### src/sv/dq_pkg.sv
// ----------------------------------------------------------------------------
// dq_pkg
// Shared types, codes and defaults for the double-ended queue.
// ----------------------------------------------------------------------------
package dq_pkg;

    localparam int DQ_CAPACITY = 16;
    localparam int DQ_WORD_W   = 32;

    // operation codes carried in the func field
    localparam logic [2:0] OP_PUSH_FRONT = 3'd0;
    localparam logic [2:0] OP_PUSH_BACK  = 3'd1;
    localparam logic [2:0] OP_SHOW       = 3'd2;
    localparam logic [2:0] OP_POP_FRONT  = 3'd3;
    localparam logic [2:0] OP_POP_BACK   = 3'd4;
    localparam logic [2:0] OP_CLEAR      = 3'd5;

    // result status codes
    localparam logic [1:0] ST_OK    = 2'd0;
    localparam logic [1:0] ST_EMPTY = 2'd1;
    localparam logic [1:0] ST_FULL  = 2'd2;

    typedef struct packed {
        logic [2:0]                  func;
        logic signed [DQ_WORD_W-1:0] value;
    } t_dq_in;

    typedef struct packed {
        logic [1:0]                  status;
        logic signed [DQ_WORD_W-1:0] word;
        logic                        last;
    } t_dq_out;

    // controller -> datapath
    typedef struct packed {
        logic       push_front;
        logic       push_back;
        logic       pop_front;
        logic       pop_back;
        logic       show;
        logic       clear;
        logic       emit_imm;   // load output from the immediate answer
        logic [1:0] imm_status;
        logic       emit_ram;   // load output from the read data
    } t_dq_cmd;

    // datapath -> controller
    typedef struct packed {
        logic empty;
        logic full;
        logic left_zero;
        logic out_free;
    } t_dq_stat;

endpackage

### src/sv/double_ended_queue.sv
// ----------------------------------------------------------------------------
// double_ended_queue
// Bounded deque of signed 32-bit words held in a ring buffer, with push and
// pop at either end, clear, and a show operation that streams all words.
// ----------------------------------------------------------------------------
//  channel | direction | handshake                | beat payload
//  --------+-----------+--------------------------+-----------------------------
//  in      | input     | i_in_valid / o_in_ready  | i_in_data  (func, value)
//  out     | output    | o_out_valid / i_out_ready| o_out_data (status, word, last)
//
//  Push, clear, full and empty answers load the output register directly.
//  Pop: the word passes through the registered read of the word store port.
//  Show of N words: one word per cycle through the read port while the output is not stalled.
//  Reset (i_rst_n low, synchronous) empties the queue; no clearing pass.
//  A stalled output holds its beat; input is taken again once it drains.
// ----------------------------------------------------------------------------
module double_ended_queue #(
    parameter int CAPACITY = dq_pkg::DQ_CAPACITY
) (
    input  logic            i_clk,
    input  logic            i_rst_n,
    input  logic            i_in_valid,
    output logic            o_in_ready,
    input  dq_pkg::t_dq_in  i_in_data,
    output logic            o_out_valid,
    input  logic            i_out_ready,
    output dq_pkg::t_dq_out o_out_data
);

    import dq_pkg::*;

    // command and status between sequencer and datapath
    t_dq_cmd  cmd;
    t_dq_stat stat;

    // decode the operation, pick immediate answer or stored-word stream
    dq_ctrl u_ctrl (
        .i_clk      (i_clk),
        .i_rst_n    (i_rst_n),
        .i_in_valid (i_in_valid),
        .o_in_ready (o_in_ready),
        .i_func     (i_in_data.func),
        .i_stat     (stat),
        .o_cmd      (cmd)
    );

    // hold front pointer, count, word store and the output register
    dq_dpath #(
        .CAPACITY (CAPACITY)
    ) u_dpath (
        .i_clk       (i_clk),
        .i_rst_n     (i_rst_n),
        .i_value     (i_in_data.value),
        .i_cmd       (cmd),
        .o_stat      (stat),
        .o_out_valid (o_out_valid),
        .i_out_ready (i_out_ready),
        .o_out_data  (o_out_data)
    );

endmodule

### src/sv/dq_ram.sv
// ----------------------------------------------------------------------------
// dq_ram
// Generic single-write, single-read RAM with registered read data.
// ----------------------------------------------------------------------------
module dq_ram #(
    parameter int WIDTH = 32,
    parameter int DEPTH = 16
) (
    input  logic                     i_clk,
    input  logic                     i_wr_en,
    input  logic [$clog2(DEPTH)-1:0] i_wr_addr,
    input  logic [WIDTH-1:0]         i_wr_data,
    input  logic                     i_rd_en,
    input  logic [$clog2(DEPTH)-1:0] i_rd_addr,
    output logic [WIDTH-1:0]         o_rd_data
);

    logic [WIDTH-1:0] r_mem [DEPTH];
    logic [WIDTH-1:0] r_rd_data;

    always_ff @(posedge i_clk) begin
        if (i_wr_en) begin
            r_mem[i_wr_addr] <= i_wr_data;
        end
        if (i_rd_en) begin
            r_rd_data <= r_mem[i_rd_addr];
        end
    end

    assign o_rd_data = r_rd_data;

endmodule

### src/sv/dq_ctrl.sv
// ----------------------------------------------------------------------------
// dq_ctrl
// Operation decode and sequencing for the double-ended queue.
// ----------------------------------------------------------------------------
module dq_ctrl (
    input  logic             i_clk,
    input  logic             i_rst_n,
    input  logic             i_in_valid,
    output logic             o_in_ready,
    input  logic [2:0]       i_func,
    input  dq_pkg::t_dq_stat i_stat,
    output dq_pkg::t_dq_cmd  o_cmd
);

    import dq_pkg::*;

    localparam logic S_IDLE   = 1'b0;
    localparam logic S_STREAM = 1'b1;

    logic    r_state;
    logic    n_state;
    logic    in_ready;
    logic    accept;
    t_dq_cmd cmd;

    assign in_ready = (r_state == S_IDLE) && i_stat.out_free;
    assign accept   = in_ready && i_in_valid;

    always_comb begin
        cmd        = '0;
        cmd.imm_status = ST_OK;
        n_state    = r_state;
        unique case (r_state)
            S_IDLE: begin
                if (accept) begin
                    unique case (i_func) inside
                        OP_PUSH_FRONT, OP_PUSH_BACK: begin
                            cmd.emit_imm = 1'b1;
                            if (i_stat.full) begin
                                cmd.imm_status = ST_FULL;
                            end else begin
                                cmd.push_front = (i_func == OP_PUSH_FRONT);
                                cmd.push_back  = (i_func == OP_PUSH_BACK);
                            end
                        end
                        OP_SHOW, OP_POP_FRONT, OP_POP_BACK: begin
                            if (i_stat.empty) begin
                                cmd.emit_imm   = 1'b1;
                                cmd.imm_status = ST_EMPTY;
                            end else begin
                                cmd.show      = (i_func == OP_SHOW);
                                cmd.pop_front = (i_func == OP_POP_FRONT);
                                cmd.pop_back  = (i_func == OP_POP_BACK);
                                n_state       = S_STREAM;
                            end
                        end
                        OP_CLEAR: begin
                            cmd.clear    = 1'b1;
                            cmd.emit_imm = 1'b1;
                        end
                        default: begin
                            // unused codes: drop the beat
                        end
                    endcase
                end
            end
            S_STREAM: begin
                if (i_stat.out_free) begin
                    cmd.emit_ram = 1'b1;
                    if (i_stat.left_zero) begin
                        n_state = S_IDLE;
                    end
                end
            end
            default: begin
                n_state = S_IDLE;
            end
        endcase
    end

    always_ff @(posedge i_clk) begin
        if (!i_rst_n) begin
            r_state <= S_IDLE;
        end else begin
            r_state <= n_state;
        end
    end

    assign o_in_ready = in_ready;
    assign o_cmd      = cmd;

endmodule

### src/sv/dq_dpath.sv
// ----------------------------------------------------------------------------
// dq_dpath
// Ring pointers, word store and output register of the double-ended queue.
// ----------------------------------------------------------------------------
module dq_dpath #(
    parameter int CAPACITY = dq_pkg::DQ_CAPACITY
) (
    input  logic                               i_clk,
    input  logic                               i_rst_n,
    input  logic signed [dq_pkg::DQ_WORD_W-1:0] i_value,
    input  dq_pkg::t_dq_cmd                    i_cmd,
    output dq_pkg::t_dq_stat                   o_stat,
    output logic                               o_out_valid,
    input  logic                               i_out_ready,
    output dq_pkg::t_dq_out                    o_out_data
);

    import dq_pkg::*;

    localparam int AW = $clog2(CAPACITY);
    localparam int CW = $clog2(CAPACITY + 1);
    localparam int SW = CW + 1;

    localparam logic [AW-1:0] LAST_IDX = AW'(CAPACITY - 1);
    localparam logic [SW-1:0] CAP_S    = SW'(CAPACITY);

    logic [AW-1:0]          r_front;
    logic [CW-1:0]          r_count;
    logic [AW-1:0]          r_pos;
    logic [CW-1:0]          r_left;
    logic                   r_out_valid;
    t_dq_out                r_out;

    logic [AW-1:0]          front_dec;
    logic [AW-1:0]          front_inc;
    logic [AW-1:0]          pos_inc;
    logic [SW-1:0]          sum_tail;
    logic [SW-1:0]          sum_last;
    logic [AW-1:0]          tail_pos;
    logic [AW-1:0]          last_pos;
    logic                   out_free;
    logic                   left_zero;
    logic                   wr_en;
    logic [AW-1:0]          wr_addr;
    logic                   rd_en;
    logic [AW-1:0]          rd_addr;
    logic [DQ_WORD_W-1:0]   rd_data;
    logic signed [DQ_WORD_W-1:0] imm_word;

    assign front_dec = (r_front == '0) ? LAST_IDX : r_front - 1'b1;
    assign front_inc = (r_front == LAST_IDX) ? '0 : r_front + 1'b1;
    assign pos_inc   = (r_pos == LAST_IDX) ? '0 : r_pos + 1'b1;

    // ring slot just past the back, and the back slot itself
    assign sum_tail = SW'(r_front) + SW'(r_count);
    assign sum_last = sum_tail - 1'b1;
    assign tail_pos = (sum_tail >= CAP_S) ? AW'(sum_tail - CAP_S) : AW'(sum_tail);
    assign last_pos = (sum_last >= CAP_S) ? AW'(sum_last - CAP_S) : AW'(sum_last);

    assign out_free  = !r_out_valid || i_out_ready;
    assign left_zero = (r_left == '0);

    assign wr_en   = i_cmd.push_front || i_cmd.push_back;
    assign wr_addr = i_cmd.push_front ? front_dec : tail_pos;

    assign rd_en   = i_cmd.pop_front || i_cmd.pop_back || i_cmd.show
                     || (i_cmd.emit_ram && !left_zero);
    assign rd_addr = i_cmd.pop_back ? last_pos :
                     (i_cmd.emit_ram ? pos_inc : r_front);

    assign imm_word = wr_en ? i_value : '0;

    dq_ram #(
        .WIDTH (DQ_WORD_W),
        .DEPTH (CAPACITY)
    ) u_ram (
        .i_clk     (i_clk),
        .i_wr_en   (wr_en),
        .i_wr_addr (wr_addr),
        .i_wr_data (i_value),
        .i_rd_en   (rd_en),
        .i_rd_addr (rd_addr),
        .o_rd_data (rd_data)
    );

    // ring state
    always_ff @(posedge i_clk) begin
        if (!i_rst_n) begin
            r_front <= '0;
            r_count <= '0;
            r_pos   <= '0;
            r_left  <= '0;
        end else begin
            if (i_cmd.push_front) begin
                r_front <= front_dec;
                r_count <= r_count + 1'b1;
            end
            if (i_cmd.push_back) begin
                r_count <= r_count + 1'b1;
            end
            if (i_cmd.pop_front) begin
                r_front <= front_inc;
                r_count <= r_count - 1'b1;
                r_left  <= '0;
            end
            if (i_cmd.pop_back) begin
                r_count <= r_count - 1'b1;
                r_left  <= '0;
            end
            if (i_cmd.show) begin
                r_pos  <= r_front;
                r_left <= r_count - 1'b1;
            end
            if (i_cmd.clear) begin
                r_front <= '0;
                r_count <= '0;
            end
            if (i_cmd.emit_ram && !left_zero) begin
                r_pos  <= pos_inc;
                r_left <= r_left - 1'b1;
            end
        end
    end

    // output register
    always_ff @(posedge i_clk) begin
        if (!i_rst_n) begin
            r_out_valid <= 1'b0;
        end else if (i_cmd.emit_imm || i_cmd.emit_ram) begin
            r_out_valid <= 1'b1;
        end else if (i_out_ready) begin
            r_out_valid <= 1'b0;
        end
    end

    always_ff @(posedge i_clk) begin
        if (i_cmd.emit_imm) begin
            r_out.status <= i_cmd.imm_status;
            r_out.word   <= imm_word;
            r_out.last   <= 1'b1;
        end else if (i_cmd.emit_ram) begin
            r_out.status <= ST_OK;
            r_out.word   <= rd_data;
            r_out.last   <= left_zero;
        end
    end

    assign o_stat.empty     = (r_count == '0);
    assign o_stat.full      = (r_count == CW'(CAPACITY));
    assign o_stat.left_zero = left_zero;
    assign o_stat.out_free  = out_free;

    assign o_out_valid = r_out_valid;
    assign o_out_data  = r_out;

endmodule
### config.mk
export PLATFORM = sky130hd
export DESIGN_NAME = double_ended_queue
export DESIGN_NICKNAME = d
export VERILOG_FILES = /design/src/sv/dq_pkg.sv /design/src/sv/double_ended_queue.sv /design/src/sv/dq_ram.sv /design/src/sv/dq_ctrl.sv /design/src/sv/dq_dpath.sv
export SDC_FILE = /design/constraint.sdc
export NUM_CORES = 1
export LEC_CHECK = 0
export BUFFER_PORTS_ARGS = -buffer_cell sky130_fd_sc_hd__clkbuf_2
export CAP_MARGIN = 20
export CORE_ASPECT_RATIO = 2
export CORE_UTILIZATION = 60
export CTS_CLUSTER_SIZE = 14
export DETAILED_ROUTE_END_ITERATION = 12
export HOLD_SLACK_MARGIN = 0.12
export PLACE_DENSITY = 0.87
export SLEW_MARGIN = 5
export SYNTH_ARGS = -nofsm -noshare
export SYNTH_HDL_FRONTEND = slang
export SYNTH_HIERARCHICAL = 1
export SYNTH_SLANG_ARGS = --single-unit
export TNS_END_PERCENT = 50
### constraint.sdc
create_clock -name i_clk -period 9 [get_ports i_clk]
set_clock_uncertainty 0.2 [all_clocks]
set_input_delay 0.45 -clock i_clk [delete_from_list [all_inputs] [get_ports i_clk]]
set_output_delay 0.45 -clock i_clk [all_outputs]
set_load 0.05 [all_outputs]
Word level (Yosys, flattened, before mapping)
Memory sizes are Yosys's and may differ from the RTL's. A register that Yosys moved wholly into a read port is not among the register bits.
Cells that the tools add are included.
{ "classes": {"bitwise_logic": 2, "n_addsub": 10, "reduce_logical": 25, "n_mux": 46, "order_cmp": 2, "n_eq_ne": 8} }
{ "op_table": {"columns": ["cell", "count"], "rows": [
  ["35-bit 2-to-1 mux", 2],
  ["4-bit 2-to-1 mux", 12],
  ["5-bit 2-to-1 mux", 8],
  ["32-bit 2-to-1 mux", 1],
  ["9-bit 2-to-1 mux", 2],
  ["6-bit by 5-bit >= comparator with 1-bit output, second input constant", 2],
  ["1-bit 2-to-1 mux", 12],
  ["4-bit by 1-bit subtractor with 4-bit output, second input constant", 3],
  ["5-bit logical NOT", 2],
  ["5-bit by 1-bit subtractor with 5-bit output, second input constant", 2],
  ["3-bit 2-to-1 mux", 3],
  ["4-bit by 1-bit adder with 4-bit output, second input constant", 2],
  ["4-bit equality test, second input constant", 2],
  ["2-bit nonzero test", 4],
  ["4-bit nonzero test", 2],
  ["4-bit by 5-bit adder with 6-bit output", 1],
  ["3-bit by 2-bit equality test with 1-bit output, second input constant", 2],
  ["3-bit equality test, second input constant", 2],
  ["1-bit logical OR", 6],
  ["2-bit 2-to-1 mux", 3],
  ["3-bit OR reduction", 2],
  ["6-bit by 1-bit subtractor with 6-bit output, second input constant", 1],
  ["5-bit by 1-bit adder with 5-bit output, second input constant", 1],
  ["5-bit equality test, second input constant", 1],
  ["9 further kinds", 15]
]} }
{ "word_totals": {"reg_bits": 55, "mem_bits_rw": 512, "mem_count": 1, "elab_cells": 103} }
{ "mem_list": {"columns": ["name", "words", "word_bits", "rd", "rd_clocked_by_memory_dff", "wr", "line", "text"], "rows": [
  ["u_dpath.u_ram.r_mem", 16, 32, 1, 1, 1, "dq_ram.sv:18", "logic [WIDTH-1:0] r_mem [DEPTH];"]
]} }

Depth between registers and ports, before layout
{ "logic_depth": {"ltp_word": 10, "ltp_mapped": 14, "mapped_depth_nobuf": 11} }

Modules after synthesis
The synthesis kept the hierarchy.
{ "by_module_without_submodules": {"columns": ["module", "area_each_um2", "cells_each", "seq_area_each_um2", "n_inst"], "rows": [
  ["dq_ram", 20155.6, 838, 16335.7, 1],
  ["dq_dpath", 2987.9, 281, 1421.4, 1],
  ["dq_ctrl", 191.4, 24, 20.0, 1]
]} }

Worst setup path after synthesis
Ideal clock, no wire load.
{ "synth_path": {"path_kind": "register to register", "startpoint": "register u_dpath.r_count[0]", "endpoint": "memory u_dpath.u_ram.r_mem[0][0], enable pin", "slack_ns": 3.594, "setup_time_ns": 0.461, "stages_incl_launch_ff": 12, "arrival_ns": 4.745, "t_required_ns": 8.339, "cell_sequence": "dfxtp_1 > inv_1 > ha_1 > or3b_2 > nor2_1 > nor4_2 > and2_1 > clkbuf_1 > o21ai_0 > a21bo_2 > or3b_2 > nor3_1"} }
{ "synth_rtl": {"columns": ["item", "line", "text"], "rows": [
  ["start, declared", "dq_dpath.sv:28", "logic [CW-1:0] r_count;"],
  ["start signal, assigned", "dq_dpath.sv:96", "r_count <= r_count + 1'b1;"],
  ["start signal, assigned", "dq_dpath.sv:99", "r_count <= r_count + 1'b1;"],
  ["start signal, assigned", "dq_dpath.sv:103", "r_count <= r_count - 1'b1;"],
  ["end, declared", "dq_ram.sv:18", null]
]} }

==> results.sh <==
export IMPL_slew_headroom=0.2856
export IMPL_cpMostUsedCell="buf_4"
export IMPL_setup_viol=0
export IMPL_worst_pin_slew_ns=1.070
export IMPL_vias_per_cell=6.874
export IMPL_fin_crit_sh=0.5431
export IMPL_critPathKind="reg2reg"
export IMPL_power_frac_seq=0.564
export IMPL_min_to="u_dpath/u_ram/r_mem[13][21]"
export IMPL_drtAntennaViolNets=0
export IMPL_crit_path_top_delay_cell="buf_4"
export IMPL_pin_count=76
export IMPL_cts_resized=0
export IMPL_crit_path_max_incr_delay_ns=0.84
export IMPL_critPathBufInv=4
export IMPL_worstSkewPairLatency_ns=0.58
export IMPL_synth_top_area_frac=0.7438
export IMPL_fp_dieH_um=280.9
export IMPL_drtIter0Drc=1530
export IMPL_yosys_cell_types_count=69
export IMPL_cts_htree_levels=2
export IMPL_p_comb_frac=0.087
export IMPL_start_util=0.6114
export IMPL_cts_num_sinks=599
export IMPL_placed_area_mm2=0.02448
export IMPL_dp_hpwl_mm=27.06
export IMPL_fin_setup_tns_ns=0
export IMPL_p_leak_uw=0.008232
export IMPL_hold_violations=0
export IMPL_synth_common_cells="edfxtp_1 (578), mux4_2 (128), a22oi_1 (64)"
export IMPL_whs_ns=0.1245
export IMPL_synth_warnings=6
export IMPL_r2r_cells=12
export IMPL_fin_cells=1790
export IMPL_syn_avg_cell_area_um2=20.42
export IMPL_syn_area_mm2=0.02333
export IMPL_synthTopCellsByArea="edfxtp_1 (74%), mux4_2 (12%), a22oi_1 (2.1%)"
export IMPL_antenna_found_initial=0
export IMPL_cp_start_kind="flop"
export IMPL_slew_viol_final=0
export IMPL_fin_util=0.6837
export IMPL_peakVddDrop_mv=0.1255
export IMPL_routed_wirelength_mm=55.21
export IMPL_placed_cells=1700
export IMPL_root_buffer="clkbuf_16"
export IMPL_path_cells="inv_1 -> ha_1 -> or3b_2 -> nor2_1 -> nor4_2 -> buf_4 -> a21oi_4 -> buf_4 -> buf_4 -> mux4_2 -> a22oi_1 -> nand2_1"
export IMPL_vias=12304
export IMPL_p_per_area_mw_per_mm2=212.6
export IMPL_hold_depth=1
export IMPL_drive_gt1_frac=0.2651
export IMPL_p_sw_frac=0.2231
export IMPL_post_cts_buffers=0
export IMPL_cts_made_buffers=50
export IMPL_min_path_type="in2reg"
export IMPL_portBuffers=75
export IMPL_critical_path_top_delay_family="buffers and inverters"
export IMPL_max_cap_violations=0
export IMPL_critPathCaptureType="flop"
export IMPL_path_max_fanout=69
export IMPL_max_freq_mhz=204.6
export IMPL_syn2layout_area_growth_pct=11.82
export IMPL_clock_path_buffers=3
export IMPL_wire_per_inst_um=30.85
export IMPL_async_reset_ff_frac=0
export IMPL_grt_usage=0.2908
export IMPL_reg2reg_from="u_dpath/r_count[0]"
export IMPL_gr_total_overflow=0
export IMPL_p_switching_uw=1238
export IMPL_n_antenna_cell=0
export IMPL_layout_nets=1313
export IMPL_power_share_clock=0.349
export IMPL_worstPathArrival_ns=4.99
export IMPL_synth_edff_count=578
export IMPL_yosys_area_top_type="edfxtp_1"
export IMPL_rr_endpoint="u_dpath/u_ram/o_rd_data[11]"
export IMPL_status="complete, no violations"
export IMPL_synth_ff_type="edfxtp_1"
export IMPL_core_area_mm2=0.03816
export IMPL_synthesis_nets=1194
export IMPL_first_pass_iters=5
export IMPL_clk_pin_slew_ns=0.07
export IMPL_cts_tree="yes"
export IMPL_intPower_uw=4311
export IMPL_die_width_um=141.4
export IMPL_gp_congestion=0.9008
export IMPL_grt_pass1_wl_mm=81.12
export IMPL_reg2reg_slack_ns=4.11
export IMPL_grt_pass1_vias=12784
export IMPL_hp_start="i_in_data[21]"
export IMPL_final_area_mm2=0.02609
export IMPL_synth_most_common_cell="edfxtp_1"
export IMPL_crit_required_ns=9.10
export IMPL_yosys_register_bits=599
export IMPL_rows=101
export IMPL_dieArea_mm2=0.03973
export IMPL_rsz0062_at_grt="false"
export IMPL_grt_start_max_net_pins=116
export IMPL_period_needed_ns=4.888
export IMPL_synth_cells=1143
export IMPL_seq_area_frac_synth=0.7618
export IMPL_drc=0
placed cells by master (no fill, tap or decap), drive strengths merged, types with 2 or more instances in the layout:
cell type,count
a211oi,7
a21boi,3
and2,8
xor2,3
a221oi,3
nor3,10
buf,32
a22o,33
nor2,38
or3b,3
edfxtp,578
mux2,2
o31a,2
a21bo,2
nor4,5
and3,5
o21ai,15
mux4,128
nand2,40
dfxtp,21
ha,11
nand4,2
nor2b,9
clkinv,5
mux2i,4
o311ai,2
a31oi,3
a22oi,64
nand3b,4
inv,21
clkbuf,130
dlygate4sd3,25
nand2b,9
a21oi,10
o211ai,3
xnor2,8
nand3,5
how the worst max path moves through the flow:
stage / cells after the start / slack (ns) / from / endpoint
finish: 12 / 4.11 / u_dpath/r_count[0] / u_dpath/u_ram/o_rd_data[11]
global route: 10 / 3.93 / u_dpath/r_count[1] / u_dpath/u_ram/r_mem[9][7]
CTS: 12 / 4.19 / u_dpath/r_count[0] / u_dpath/u_ram/o_rd_data[11]
detailed placement: 12 / 4.28 / u_dpath/r_count[0] / u_dpath/u_ram/o_rd_data[7]
global placement: 12 / 4.36 / u_dpath/r_count[0] / u_dpath/u_ram/o_rd_data[15]
floorplan: 11 / 3.59 / u_dpath/r_count[0] / u_dpath/u_ram/r_mem[0][0]
through the flow:
step	power [µW]	setup WS, ns
2_1_floorplan	3500	3.594
3_3_place_gp	3631	4.357
3_5_place_dp	3651	4.276
4_1_cts	5569	4.190
5_1_grt	5693	3.926
6_report	5549	4.112
worst reg2reg max path: stages, from the launching register on:
cell and delay (ns):
dfxtp_1 0.35, inv_1 0.14, ha_1 0.21, or3b_2 0.51, nor2_1 0.30, nor4_2 0.09, buf_4 0.20, a21oi_4 0.12
buf_4 0.77, buf_4 0.90, mux4_2 0.48, a22oi_1 0.27, nand2_1 0.09
power by group through the flow:
stage | clock (µW) | combinational [µW] | sequential, µW
after floorplan | 0 | 260 | 3240
after global placement | 0 | 447 | 3180
after detailed placement | 0 | 464 | 3190
after CTS | 1960 | 481 | 3130
after global routing | 2050 | 509 | 3130
final | 1940 | 482 | 3130
registers in the layout, indices dropped and copies added, names as in the netlist:
signal / count
u_dpath/u_ram/r_mem: 512
u_dpath/o_out_data: 35
u_dpath/u_ram/o_rd_data: 32
u_dpath/r_count: 5
u_dpath/r_left: 5
u_dpath/r_front: 4
u_dpath/r_pos: 4
u_ctrl/r_state: 1
u_dpath/o_out_valid: 1
metal layers:
layer  GRT usage  vias up  routed length (µm)
li1            -     4944                   -
met5           0        -                   0
met2      0.5001      891               29060
met3     0.04379      196                4729
met1      0.3574     6273               18600
met4      0.1527        0                2830
timing repair:
action / in CTS / in global routing
hold endpoints to repair: 330 / 0
setup endpoints to repair: 0 / 0
hold buffers: 25 / 0
cell families after synthesis:
kind of cell             count (synthesis)  synth area share
AO/OA/AOI/OAI                          157           0.05137
XOR/XNOR                                12          0.005094
adder cells (fa/ha/maj)                 12          0.006756
buffers and inverters                   83           0.01630
flip-flops                             599            0.7618
multiplexers                           134            0.1262
AND/OR/NAND/NOR                        146           0.03244
cell type report:
class	instances	area [µm²]
clock inverters	10	96.34
repair buffers	132	878.3
clock buffers	55	1270
well taps	515	644.4
fillers	2274	12070
inverters	18	67.56
flip-flops and latches	599	17780
multi-input cells	461	5360
Note: power is estimated with default switching activity, not from simulation.
